===== config.mk =====
export PLATFORM = sky130hd
export DESIGN_NAME = hebd_bit_acc
export DESIGN_NICKNAME = d
export VERILOG_FILES = /design/src/hw/rtl/hebd_pkg.sv /design/src/hw/rtl/hebd_bit_acc.sv
export SDC_FILE = /design/constraint.sdc
export NUM_CORES = 1
export LEC_CHECK = 0
export ABC_AREA = 1
export BUFFER_PORTS_ARGS = -buffer_cell sky130_fd_sc_hd__buf_4
export CORE_MARGIN = 2
export CORE_UTILIZATION = 35
export CTS_CLUSTER_SIZE = 40
export DETAILED_ROUTE_END_ITERATION = 7
export GPL_TIMING_DRIVEN = 0
export PLACE_DENSITY = 0.58
export SLEW_MARGIN = 25
export SYNTH_ARGS = -nofsm -noshare
export SYNTH_HDL_FRONTEND = slang
export SYNTH_SLANG_ARGS = --single-unit

===== constraint.sdc =====
create_clock -name clk -period 4.5 [get_ports clk]
set_input_delay 0.9 -clock clk [delete_from_list [all_inputs] [get_ports clk]]
set_output_delay 0.9 -clock clk [all_outputs]
set_load 0.005 [all_outputs]

===== src/hw/rtl/hebd_pkg.sv =====
// Shared types and constants for the bf16 exponent Huffman decoder.
package hebd_pkg;

  // Request opcodes
  typedef enum logic [1:0] {
    OP_WR_TABLE = 2'd0,
    OP_PUSH     = 2'd1,
    OP_DECODE   = 2'd2,
    OP_NONE     = 2'd3
  } op_t;

  // Result status codes
  typedef enum logic [1:0] {
    STAT_OK      = 2'd0,
    STAT_INVALID = 2'd1,
    STAT_FULL    = 2'd2
  } status_t;

  // Sequencer states
  typedef enum logic [1:0] {
    S_IDLE,
    S_LINK,
    S_LEN,
    S_OUT
  } state_t;

  localparam int unsigned ACC_W  = 64;
  localparam int unsigned HELD_W = 7;

  localparam logic [HELD_W-1:0] FULL_LIMIT    = 7'd56;
  localparam logic [7:0]        LINK_MIN      = 8'd240;
  localparam logic [1:0]        LEVEL_MAX     = 2'd3;
  localparam logic [3:0]        TBL_CNT_RESET = 4'd4;

  // Commands to the bit accumulator
  typedef struct packed {
    logic       push;
    logic       drop;
    logic [7:0] push_byte;
    logic [7:0] drop_len;
  } acc_cmd_t;

endpackage


===== src/hw/rtl/hebd_bit_acc.sv =====
// Left-aligned 64-bit bit accumulator with byte push and variable drop.
module hebd_bit_acc (
  input  logic               clk,
  input  logic               rst_n,
  input  hebd_pkg::acc_cmd_t cmd,
  input  logic [1:0]         byte_sel,
  output logic [7:0]         byte_out,
  output logic               full
);

  import hebd_pkg::*;

  logic [ACC_W-1:0]  acc_r, acc_nxt;
  logic [HELD_W-1:0] held_r, held_nxt;
  logic [ACC_W-1:0]  push_word;
  logic [5:0]        byte_lo;

  // Incoming byte placed just below the held bits
  assign push_word = {cmd.push_byte, {(ACC_W-8){1'b0}}} >> held_r;

  // Next accumulator contents
  always_comb begin
    acc_nxt  = acc_r;
    held_nxt = held_r;
    if (cmd.push) begin
      acc_nxt  = acc_r | push_word;
      held_nxt = held_r + 7'd8;
    end else if (cmd.drop) begin
      if (cmd.drop_len >= 8'(ACC_W)) begin
        acc_nxt = '0;
      end else begin
        acc_nxt = acc_r << cmd.drop_len[5:0];
      end
      if (cmd.drop_len >= 8'(held_r)) begin
        held_nxt = '0;
      end else begin
        held_nxt = 7'(8'(held_r) - cmd.drop_len);
      end
    end
  end

  always_ff @(posedge clk) begin
    if (!rst_n) begin
      acc_r  <= '0;
      held_r <= '0;
    end else begin
      acc_r  <= acc_nxt;
      held_r <= held_nxt;
    end
  end

  // Byte window: sel 0 is the top byte
  assign byte_lo  = 6'(ACC_W - 8) - {1'b0, byte_sel, 3'b000};
  assign byte_out = acc_r[byte_lo +: 8];
  assign full     = held_r > FULL_LIMIT;

endmodule


==> results of run 1 <==
==> report_power, final <==
part	switching [W]	leakage (nW)	internal, W
combinational	0.000679	3.75	0.000258
clock	0.000305	0.156	0.000501
sequential	0.0000602	0.579	0.000658
total	0.00104	4.49	0.00142
==> placed cells by master, fill, tap and decap left out, drive strengths merged, types with 17 or more instances in the layout <==
cell type / count
o21ai: 88
nand4: 30
a21oi: 96
clkbuf: 49
nand2: 494
a31oi: 17
buf: 107
o211ai: 30
nand3: 429
nor2: 96
dfxtp: 71
inv: 106
==> metrics by stage <==
step	power [W]	cell area (um2)	utilization	setup WS (ps)	hold WS, ps
finish	0.00246	9760	0.392	501	519
floorplan	0.00126	8800	-	1820	477
global route	0.00254	9760	0.392	395	546
global placement	0.00163	9430	0.379	218	508
CTS	0.00242	9760	0.392	601	516
detailed placement	0.00162	9430	0.379	242	505
==> logic make-up (layout without fill, tap and decap cells) <==
logic type / after synthesis / in the layout / share of synthesized area
adders and majority gates: 15 / 15 / 0.0222
DFF: 71 / 71 / 0.162
buffers and inverters: 222 / 268 / 0.119
and+or+nand+nor: 1065 / 1065 / 0.538
AOI/OAI and AO/OA: 242 / 242 / 0.159
==> cell usage after synthesis (2+ instances only) <==
cell / n / area (um2)
buf_6: 11 / 124
a22oi_1: 4 / 30.0
nor2_1: 91 / 342
ha_1: 14 / 175
nor2_2: 2 / 12.5
o21ai_0: 71 / 355
o211ai_1: 17 / 128
nand2_1: 489 / 1840
a31oi_1: 17 / 106
nand3_1: 424 / 2120
nor2_4: 3 / 33.8
nor3_1: 4 / 20.0
o22ai_1: 5 / 31.3
nand3_2: 5 / 50.1
nand3b_1: 5 / 37.5
buf_4: 13 / 97.6
dfxtp_1: 71 / 1420
inv_2: 9 / 33.8
nand2_4: 2 / 22.5
buf_1: 8 / 30.0
or2_2: 2 / 12.5
o211ai_2: 13 / 163
clkbuf_1: 38 / 143
nand2_2: 3 / 18.8
buf_2: 43 / 215
a21oi_1: 96 / 480
nand4_1: 30 / 188
o21ai_1: 16 / 80.1
inv_1: 96 / 360
==> path summary, 6_finish.rpt <==
check              endpoint  slack [ps]  cells past startpoint
setup / recovery  held_r[5]         500                     14
hold / removal     acc_r[2]         520                      2
setup reg to reg  held_r[5]        1370                     12
hold reg to reg    acc_r[2]         520                      2
==> worst min-delay path, stage by stage, from the launching register on <==
cell and delay, ps:
dfxtp_1 330, nand2_1 70, a31oi_1 70
==> registers in the layout, indices dropped and copies added (netlist names) <==
name and cells:
held_r 7, acc_r 64
==> cell type report <==
type                    instances  area share
repair buffers                 30      0.0231
plain buffers                 115      0.0660
well taps                     330      0.0423
inverters                     107      0.0414
clock inverters                 5     0.00833
clock buffers                  11      0.0249
flip-flops and latches         71       0.146
multi-input cells            1322       0.648
==> layer usage <==
layer | vias to the layer above | track usage | share of wire
met5 | - | 0 | 0
met4 | 0 | 0.253 | 0.070
met3 | 204 | 0.100 | 0.11
met2 | 823 | 0.649 | 0.43
met1 | 5732 | 0.531 | 0.39
li1 | 5563 | - | -
==> results.sh, run 1 <==
export IMPL_clockRootBuffer="clkbuf_16"
export IMPL_hold_viol=0
export IMPL_gp_congestion=1.04
export IMPL_io_pins=31
export IMPL_dpl_hpwl_um=45400
export IMPL_start_util=0.353
export IMPL_netlist_area_um2=8800
export IMPL_fin_setup_tns_ps=0
export IMPL_hp_class="reg2reg"
export IMPL_worstMarginPinSlew_ps=999
export IMPL_critPathArrivalTime_ps=4280
export IMPL_die_w_um=163
export IMPL_cp_start_kind="primary input"
export IMPL_fin_crit_sh=0.889
export IMPL_critPathMaxFanout=10
export IMPL_core_region_area_um2=24900
export IMPL_ctsHoldBuffers=0
export IMPL_critical_path_class="in2reg"
export IMPL_crit_top_cell="nor2_1"
export IMPL_ant_nets=0
export IMPL_syn_inst=1615
export IMPL_syn_avg_cell_area_um2=5.45
export IMPL_overflow=0
export IMPL_seq_area_um2=1420
export IMPL_diodes=0
export IMPL_drive_above_1_share=0.0939
export IMPL_cts_tree="done"
export IMPL_post_cts_resize_count=0
export IMPL_cts_buffers=9
export IMPL_worstPathRequired_ps=4780
export IMPL_routed_wl_um=56000
export IMPL_vias=12322
export IMPL_drt_first_pass_iters=6
export IMPL_multi_input_area_um2=6330
export IMPL_setup_viol_count_final=0
export IMPL_grt_pass1_wl_um=79500
export IMPL_cpPeakStageDelay_ps=760
export IMPL_clock_path_buffers=2
export IMPL_fillers=2919
export IMPL_io_buffer_count=30
export IMPL_skew_ps=10.3
export IMPL_period_needed_ps=4000
export IMPL_ys_seq_area_frac=0.162
export IMPL_remaining_drc_errors=0
export IMPL_powerDensity_nw_per_um2=252
export IMPL_fmax_ghz=0.250
export IMPL_yosys_warnings=0
export IMPL_grt_pass1_vias=11513
export IMPL_hold_path_startpoint="acc_r[2]"
export IMPL_ir_drop_uv=147
export IMPL_dp_cells=1975
export IMPL_crit_start="cmd[3]"
export IMPL_grt_usage=0.420
export IMPL_num_rows=58
export IMPL_status="complete, no violations"
export IMPL_power_leakage_nw=4.49
export IMPL_syn_nets=1652
export IMPL_syn_to_final_growth_pct=10.9
export IMPL_path_buf_inv=5
export IMPL_clock_latency_ps=350
export IMPL_die_h_um=163
export IMPL_yosysUniqueCellTypes=42
export IMPL_grt_max_degree=13
export IMPL_fin_nets=1693
export IMPL_cp_end_kind="flip-flop"
export IMPL_synthArstFlopShare=0
export IMPL_wl_per_cell_um=28.1
export IMPL_cts_setup_buffers=0
export IMPL_ys_seq_elements=71
export IMPL_viasPerCell=6.19
export IMPL_path_cells="buf_4 -> buf_4 -> inv_2 -> clkbuf_1 -> ha_1 -> a21oi_1 -> o21ai_0 -> nand2_1 -> nand2_1 -> a21oi_1 -> inv_1 -> nor2_1 -> nor2_1 -> nor2_1"
export IMPL_cts_htree_levels=3
export IMPL_rsz0062_at_grt="false"
export IMPL_dieArea_um2=26400
export IMPL_antenna_found_initial=1
export IMPL_ys_flop_type="dfxtp_1"
export IMPL_final_cells=1991
export IMPL_cts_sinks=71
export IMPL_critPathTopFamily="buffers and inverters"
export IMPL_drt_iter0_markers=1681
export IMPL_drv_cap=0
export IMPL_relSlewSlack=0.334
export IMPL_r2r_start="held_r[3]"
export IMPL_drv_slew=0
export IMPL_cts_clk_slew_worst_paths_ps=60
export IMPL_synth_edff_count=0
export IMPL_cp_slowest_cell="a21oi_1"
Note: power is estimated with default switching activity, not from simulation.
==> inputs of run 2 (changes only) <==
--- a/config.mk
+++ b/config.mk
@@ -12,7 +12,7 @@
 export CTS_CLUSTER_SIZE = 40
 export DETAILED_ROUTE_END_ITERATION = 7
 export GPL_TIMING_DRIVEN = 0
-export PLACE_DENSITY = 0.58
+export PLACE_DENSITY = 0.59
 export SLEW_MARGIN = 25
 export SYNTH_ARGS = -nofsm -noshare
 export SYNTH_HDL_FRONTEND = slang
==> run 2 against run 1 <==
- non-clock buffer count did not move
- setup slack improved by 170 ps
- register-to-register slack improved by 100 ps
- fmax rose by 4.4%
- die area did not move
- combinational power fell by 0.9%
- via count rose by 0.75%
- wire length fell by 1.8%
- core utilization did not move
==> results.sh, run 2 (synthesis gave the netlist of run 1 again) <==
export IMPL_skew_ps=8.11
export IMPL_clock_latency_ps=350
export IMPL_remaining_drc_errors=0
export IMPL_vias=12414
export IMPL_drv_cap=0
export IMPL_dpl_hpwl_um=44700
export IMPL_clockRootBuffer="clkbuf_16"
export IMPL_cts_sinks=71
export IMPL_antenna_found_initial=0
export IMPL_ctsHoldBuffers=0
export IMPL_crit_start="cmd[3]"
export IMPL_mostFrequentLayoutCells="nand2_1, nand3_1, inv_1, a21oi_1, nor2_1"
export IMPL_cts_htree_levels=3
export IMPL_cpPeakStageDelay_ps=690
export IMPL_io_buffer_count=30
export IMPL_wl_per_cell_um=27.6
export IMPL_largest_reg_flops=64
export IMPL_powerDensity_nw_per_um2=253
export IMPL_cp_end_kind="flip-flop"
export IMPL_hold_path_startpoint="acc_r[2]"
export IMPL_regMostFlops="acc_r"
export IMPL_io_pins=31
export IMPL_cts_setup_buffers=0
export IMPL_core_region_area_um2=24900
export IMPL_grt_max_degree=13
export IMPL_hold_viol=0
export IMPL_dieArea_um2=26400
export IMPL_p_total_w=0.00247
export IMPL_relSlewSlack=0.373
export IMPL_crit_top_cell="nor2_1"
export IMPL_grt_pass1_wl_um=78300
export IMPL_clock_path_buffers=2
export IMPL_ant_nets=0
export IMPL_gp_congestion=1.07
export IMPL_fin_nets=1693
export IMPL_cts_buffers=9
export IMPL_post_cts_resize_count=0
export IMPL_grt_usage=0.413
export IMPL_drv_slew=0
export IMPL_syn_to_final_growth_pct=10.9
export IMPL_cts_clk_slew_worst_paths_ps=70
export IMPL_overflow=0
export IMPL_rsz0062_at_grt="false"
export IMPL_path_cells="buf_4 -> buf_4 -> inv_2 -> clkbuf_1 -> ha_1 -> a21oi_1 -> o21ai_0 -> nand2_1 -> nand2_1 -> a21oi_1 -> inv_1 -> nor2_1 -> nor2_1 -> nor2_1"
export IMPL_cts_tree="done"
export IMPL_ir_drop_uv=274
export IMPL_num_rows=58
export IMPL_drt_iter0_markers=1504
export IMPL_period_needed_ps=3830
export IMPL_drt_first_pass_iters=8
export IMPL_setup_viol_count_final=0
export IMPL_critPathArrivalTime_ps=4120
export IMPL_start_util=0.353
export IMPL_drive_above_1_share=0.0939
export IMPL_worstMarginPinSlew_ps=940
export IMPL_top_regs="acc_r x64, held_r x7"
export IMPL_grt_pass1_vias=11488
export IMPL_die_h_um=163
export IMPL_viasPerCell=6.24
export IMPL_fillers=2955
export IMPL_worstPathRequired_ps=4790
export IMPL_final_common_cell="nand2_1"
export IMPL_hp_class="reg2reg"
export IMPL_critical_path_class="in2reg"
export IMPL_fin_setup_tns_ps=0
export IMPL_routed_wl_um=55000
export IMPL_cp_start_kind="primary input"
export IMPL_status="complete, no violations"
export IMPL_critPathMaxFanout=10
export IMPL_r2r_start="held_r[3]"
export IMPL_fmax_ghz=0.261
export IMPL_diodes=0
export IMPL_cp_slowest_cell="a21oi_1"
export IMPL_fin_crit_sh=0.851
export IMPL_die_w_um=163
export IMPL_power_leakage_nw=4.49
run 2: worst max-delay path, delay by kind of cell:
kind            cells  cell delay (ps)
buf+inv             5             1200
compound gates      3             1130
simple gates        5              450
fa+ha+maj           1              420
run 2: where the power goes:
group          leakage, nW  internal [W]  switching, W
logic                 3.75      0.000258      0.000671
clock network        0.156      0.000502      0.000318
registers            0.579      0.000658     0.0000597
total                 4.49       0.00142       0.00105
run 2: stage by stage:
step	worst slack [ps]	hold slack (ps)	utilization	cells	area, um2
after floorplan	1820	477	-	1615	8800
after CTS	734	522	0.392	1991	9760
after global placement	350	513	0.379	1975	9430
after detailed placement	369	512	0.379	1975	9430
final	670	523	0.392	1991	9760
after global routing	572	543	0.392	1991	9760
run 2: final timing paths:
check,end,slack (ps),cells past startpoint
worst max-delay path,held_r[5],670,14
worst min-delay path,acc_r[2],520,2
worst max register to register,held_r[5],1470,12
worst min register to register,acc_r[2],520,2
run 2: area by class of cell:
| type | instances | area (um2) | area share |
|---|---|---|---|
| multi-input cells | 1322 | 6330 | 0.648 |
| flip-flops and latches | 71 | 1420 | 0.146 |
| plain buffers | 115 | 644 | 0.0660 |
| well taps | 330 | 413 | 0.0423 |
| inverters | 107 | 404 | 0.0414 |
| clock buffers | 11 | 243 | 0.0249 |
| repair buffers | 30 | 225 | 0.0231 |
| clock inverters | 5 | 81.3 | 0.00833 |
run 2: metal layers:
metal / track usage / routed length [um]
met5: 0 / 0
met4: 0.275 / 4580
met3: 0.0736 / 5980
met2: 0.638 / 23100
met1: 0.526 / 21300
==> inputs of run 3 (changes only) <==
--- a/config.mk
+++ b/config.mk
@@ -13,6 +13,7 @@
 export DETAILED_ROUTE_END_ITERATION = 7
 export GPL_TIMING_DRIVEN = 0
 export PLACE_DENSITY = 0.59
+export REMOVE_ABC_BUFFERS = 1
 export SLEW_MARGIN = 25
 export SYNTH_ARGS = -nofsm -noshare
 export SYNTH_HDL_FRONTEND = slang
==> run 3 against run 2 <==
- clock skew barely moved
- non-clock buffer count fell by 109
- cell count fell by 5.5%
- sequential cell count did not move
- via count fell by 9.0%
- worst hold slack got worse by 3.6 ps
- die area did not move
- sequential share of layout area rose by 0.91 points
- global-route usage fell by 12 points
- combinational power fell by 16%
- sequential power rose by 0.7%
==> results.sh, run 3 (synthesis gave the netlist of run 1 again) <==
export IMPL_fin_nets=1584
export IMPL_drive_above_1_share=0.0638
export IMPL_routed_wl_um=39300
export IMPL_critical_path_class="in2reg"
export IMPL_post_cts_resize_count=0
export IMPL_worstMarginPinSlew_ps=1010
export IMPL_final_area_um2=9190
export IMPL_grt_max_degree=97
export IMPL_clockRootBuffer="clkbuf_16"
export IMPL_rr_worst_depth=10
export IMPL_min_to="acc_r[20]"
export IMPL_mostFrequentLayoutCells="nand2_1, nand3_1, a21oi_1"
export IMPL_dp_cells=1865
export IMPL_core_region_area_um2=24900
export IMPL_critPathArrivalTime_ps=3940
export IMPL_status="complete, no violations"
export IMPL_drt_first_pass_iters=5
export IMPL_critPathMaxFanout=30
export IMPL_fin_crit_sh=0.810
export IMPL_drv_slew=0
export IMPL_viasPerCell=6.01
export IMPL_reg2reg_slack_ps=1470
export IMPL_fillers=2839
export IMPL_syn_to_final_growth_pct=4.52
export IMPL_final_cells=1881
export IMPL_relSlewSlack=0.329
export IMPL_drv_cap=0
export IMPL_cts_tree="done"
export IMPL_worst_slack_ps=854
export IMPL_antenna_found_initial=0
export IMPL_power_share_clock=0.315
export IMPL_clock_path_buffers=2
export IMPL_power_leakage_nw=4.13
export IMPL_grt_pass1_wl_um=60100
export IMPL_io_buffer_count=30
export IMPL_crit_start="cmd[17]"
export IMPL_cts_setup_buffers=0
export IMPL_switching_share=0.420
export IMPL_die_h_um=163
export IMPL_top_regs="acc_r x64, held_r x7"
export IMPL_ant_nets=0
export IMPL_grt_usage=0.297
export IMPL_power_switching_w=0.000920
export IMPL_fmax_ghz=0.274
export IMPL_clock_latency_ps=350
export IMPL_start_util=0.353
export IMPL_grt_pass1_vias=10163
export IMPL_period_needed_ps=3650
export IMPL_cp_end_kind="flip-flop"
export IMPL_ir_drop_uv=148
export IMPL_hold_path_startpoint="acc_r[20]"
export IMPL_cp_start_kind="primary input"
export IMPL_remaining_drc_errors=0
export IMPL_hp_class="reg2reg"
export IMPL_rsz0062_at_grt="false"
export IMPL_r2r_start="held_r[4]"
export IMPL_num_rows=58
export IMPL_gp_congestion=0.998
export IMPL_diodes=0
export IMPL_worstPathRequired_ps=4790
export IMPL_skew_ps=8.53
export IMPL_whs_ps=520
export IMPL_dpl_hpwl_um=28600
export IMPL_hold_viol=0
export IMPL_die_w_um=163
export IMPL_placed_cell_area_um2=8910
export IMPL_cts_clk_slew_worst_paths_ps=60
export IMPL_dp_slack_ps=525
export IMPL_timing_rr_end="acc_r[38]"
export IMPL_drt_iter0_markers=1324
export IMPL_vias=11300
export IMPL_seqPwrFrac=0.330
export IMPL_combPwrFrac=0.354
export IMPL_ctsHoldBuffers=0
export IMPL_cts_htree_levels=3
export IMPL_dieArea_um2=26400
export IMPL_largest_reg_flops=64
export IMPL_regMostFlops="acc_r"
export IMPL_final_common_cell="nand2_1"
export IMPL_powerDensity_nw_per_um2=238
export IMPL_setup_viol_count_final=0
export IMPL_cts_sinks=71
export IMPL_overflow=0
export IMPL_cts_buffers=9
export IMPL_wl_per_cell_um=20.9
export IMPL_io_pins=31
export IMPL_p_int_w=0.00127
export IMPL_post_route_util=0.369
export IMPL_hold_depth=2
run 3: changes by cell type in the layout (fill, tap and decap cells not counted), moves of 2 or more:
cell	before	now
nor2_1	91	89
clkinv_2	1	4
clkbuf_1	39	1
nor2_4	3	5
buf_2	43	0
bufinv_16	2	0
inv_4	1	3
inv_1	96	94
buf_1	8	0
buf_12	1	3
buf_6	11	1
buf_4	43	30
run 3: final cells by class:
| cell class | count | area [um2] | area share |
|---|---|---|---|
| timing repair buffer | 36 | 339 | 0.0369 |
| tap | 330 | 413 | 0.0449 |
| multi-input combinational | 1322 | 6340 | 0.690 |
| clock inverter | 4 | 22.5 | 0.00245 |
| inverter | 107 | 410 | 0.0446 |
| clock buffer | 11 | 243 | 0.0264 |
| sequential | 71 | 1420 | 0.155 |
run 3: metal layers:
| metal | GRT usage | vias to the layer above | share of wire |
|---|---|---|---|
| li1 | - | 5341 | - |
| met1 | 0.401 | 5157 | 0.40 |
| met2 | 0.458 | 694 | 0.43 |
| met3 | 0.0545 | 108 | 0.11 |
| met4 | 0.139 | 0 | 0.052 |
| met5 | 0 | - | 0 |
run 3: metrics by stage:
step | total power, W | TNS, ps
after floorplan | 0.00117 | 0
after global placement | 0.00147 | -2320
after detailed placement | 0.00148 | 0
after CTS | 0.00216 | 0
after global routing | 0.00229 | 0
final | 0.00219 | 0
run 3: worst max path at each step:
stage | cells past startpoint | slack [ps] | end
after global routing | 10 | 720 | acc_r[9]
after floorplan | 9 | 1570 | acc_r[4]
after detailed placement | 14 | 520 | held_r[5]
after global placement | 10 | -460 | acc_r[4]
after CTS | 14 | 890 | held_r[5]
final | 10 | 850 | acc_r[9]
run 3: power by group through the flow:
| stage | logic, W | clock network (W) | registers [W] |
|---|---|---|---|
| 5_1_grt | 0.000854 | 0.000711 | 0.000723 |
| 4_1_cts | 0.000751 | 0.000691 | 0.000718 |
| 2_1_floorplan | 0.000474 | 0 | 0.000701 |
| 3_3_place_gp | 0.000734 | 0 | 0.000732 |
| 6_report | 0.000776 | 0.000690 | 0.000723 |
| 3_5_place_dp | 0.000749 | 0 | 0.000732 |
run 3: critical path: stages:
cell and delay, ps:
buf_4 240, inv_2 360, nand2_2 410, nor2_1 350, inv_1 160, nor2_4 620, inv_1 430, nor3_1 270
o21ai_0 110, inv_1 70
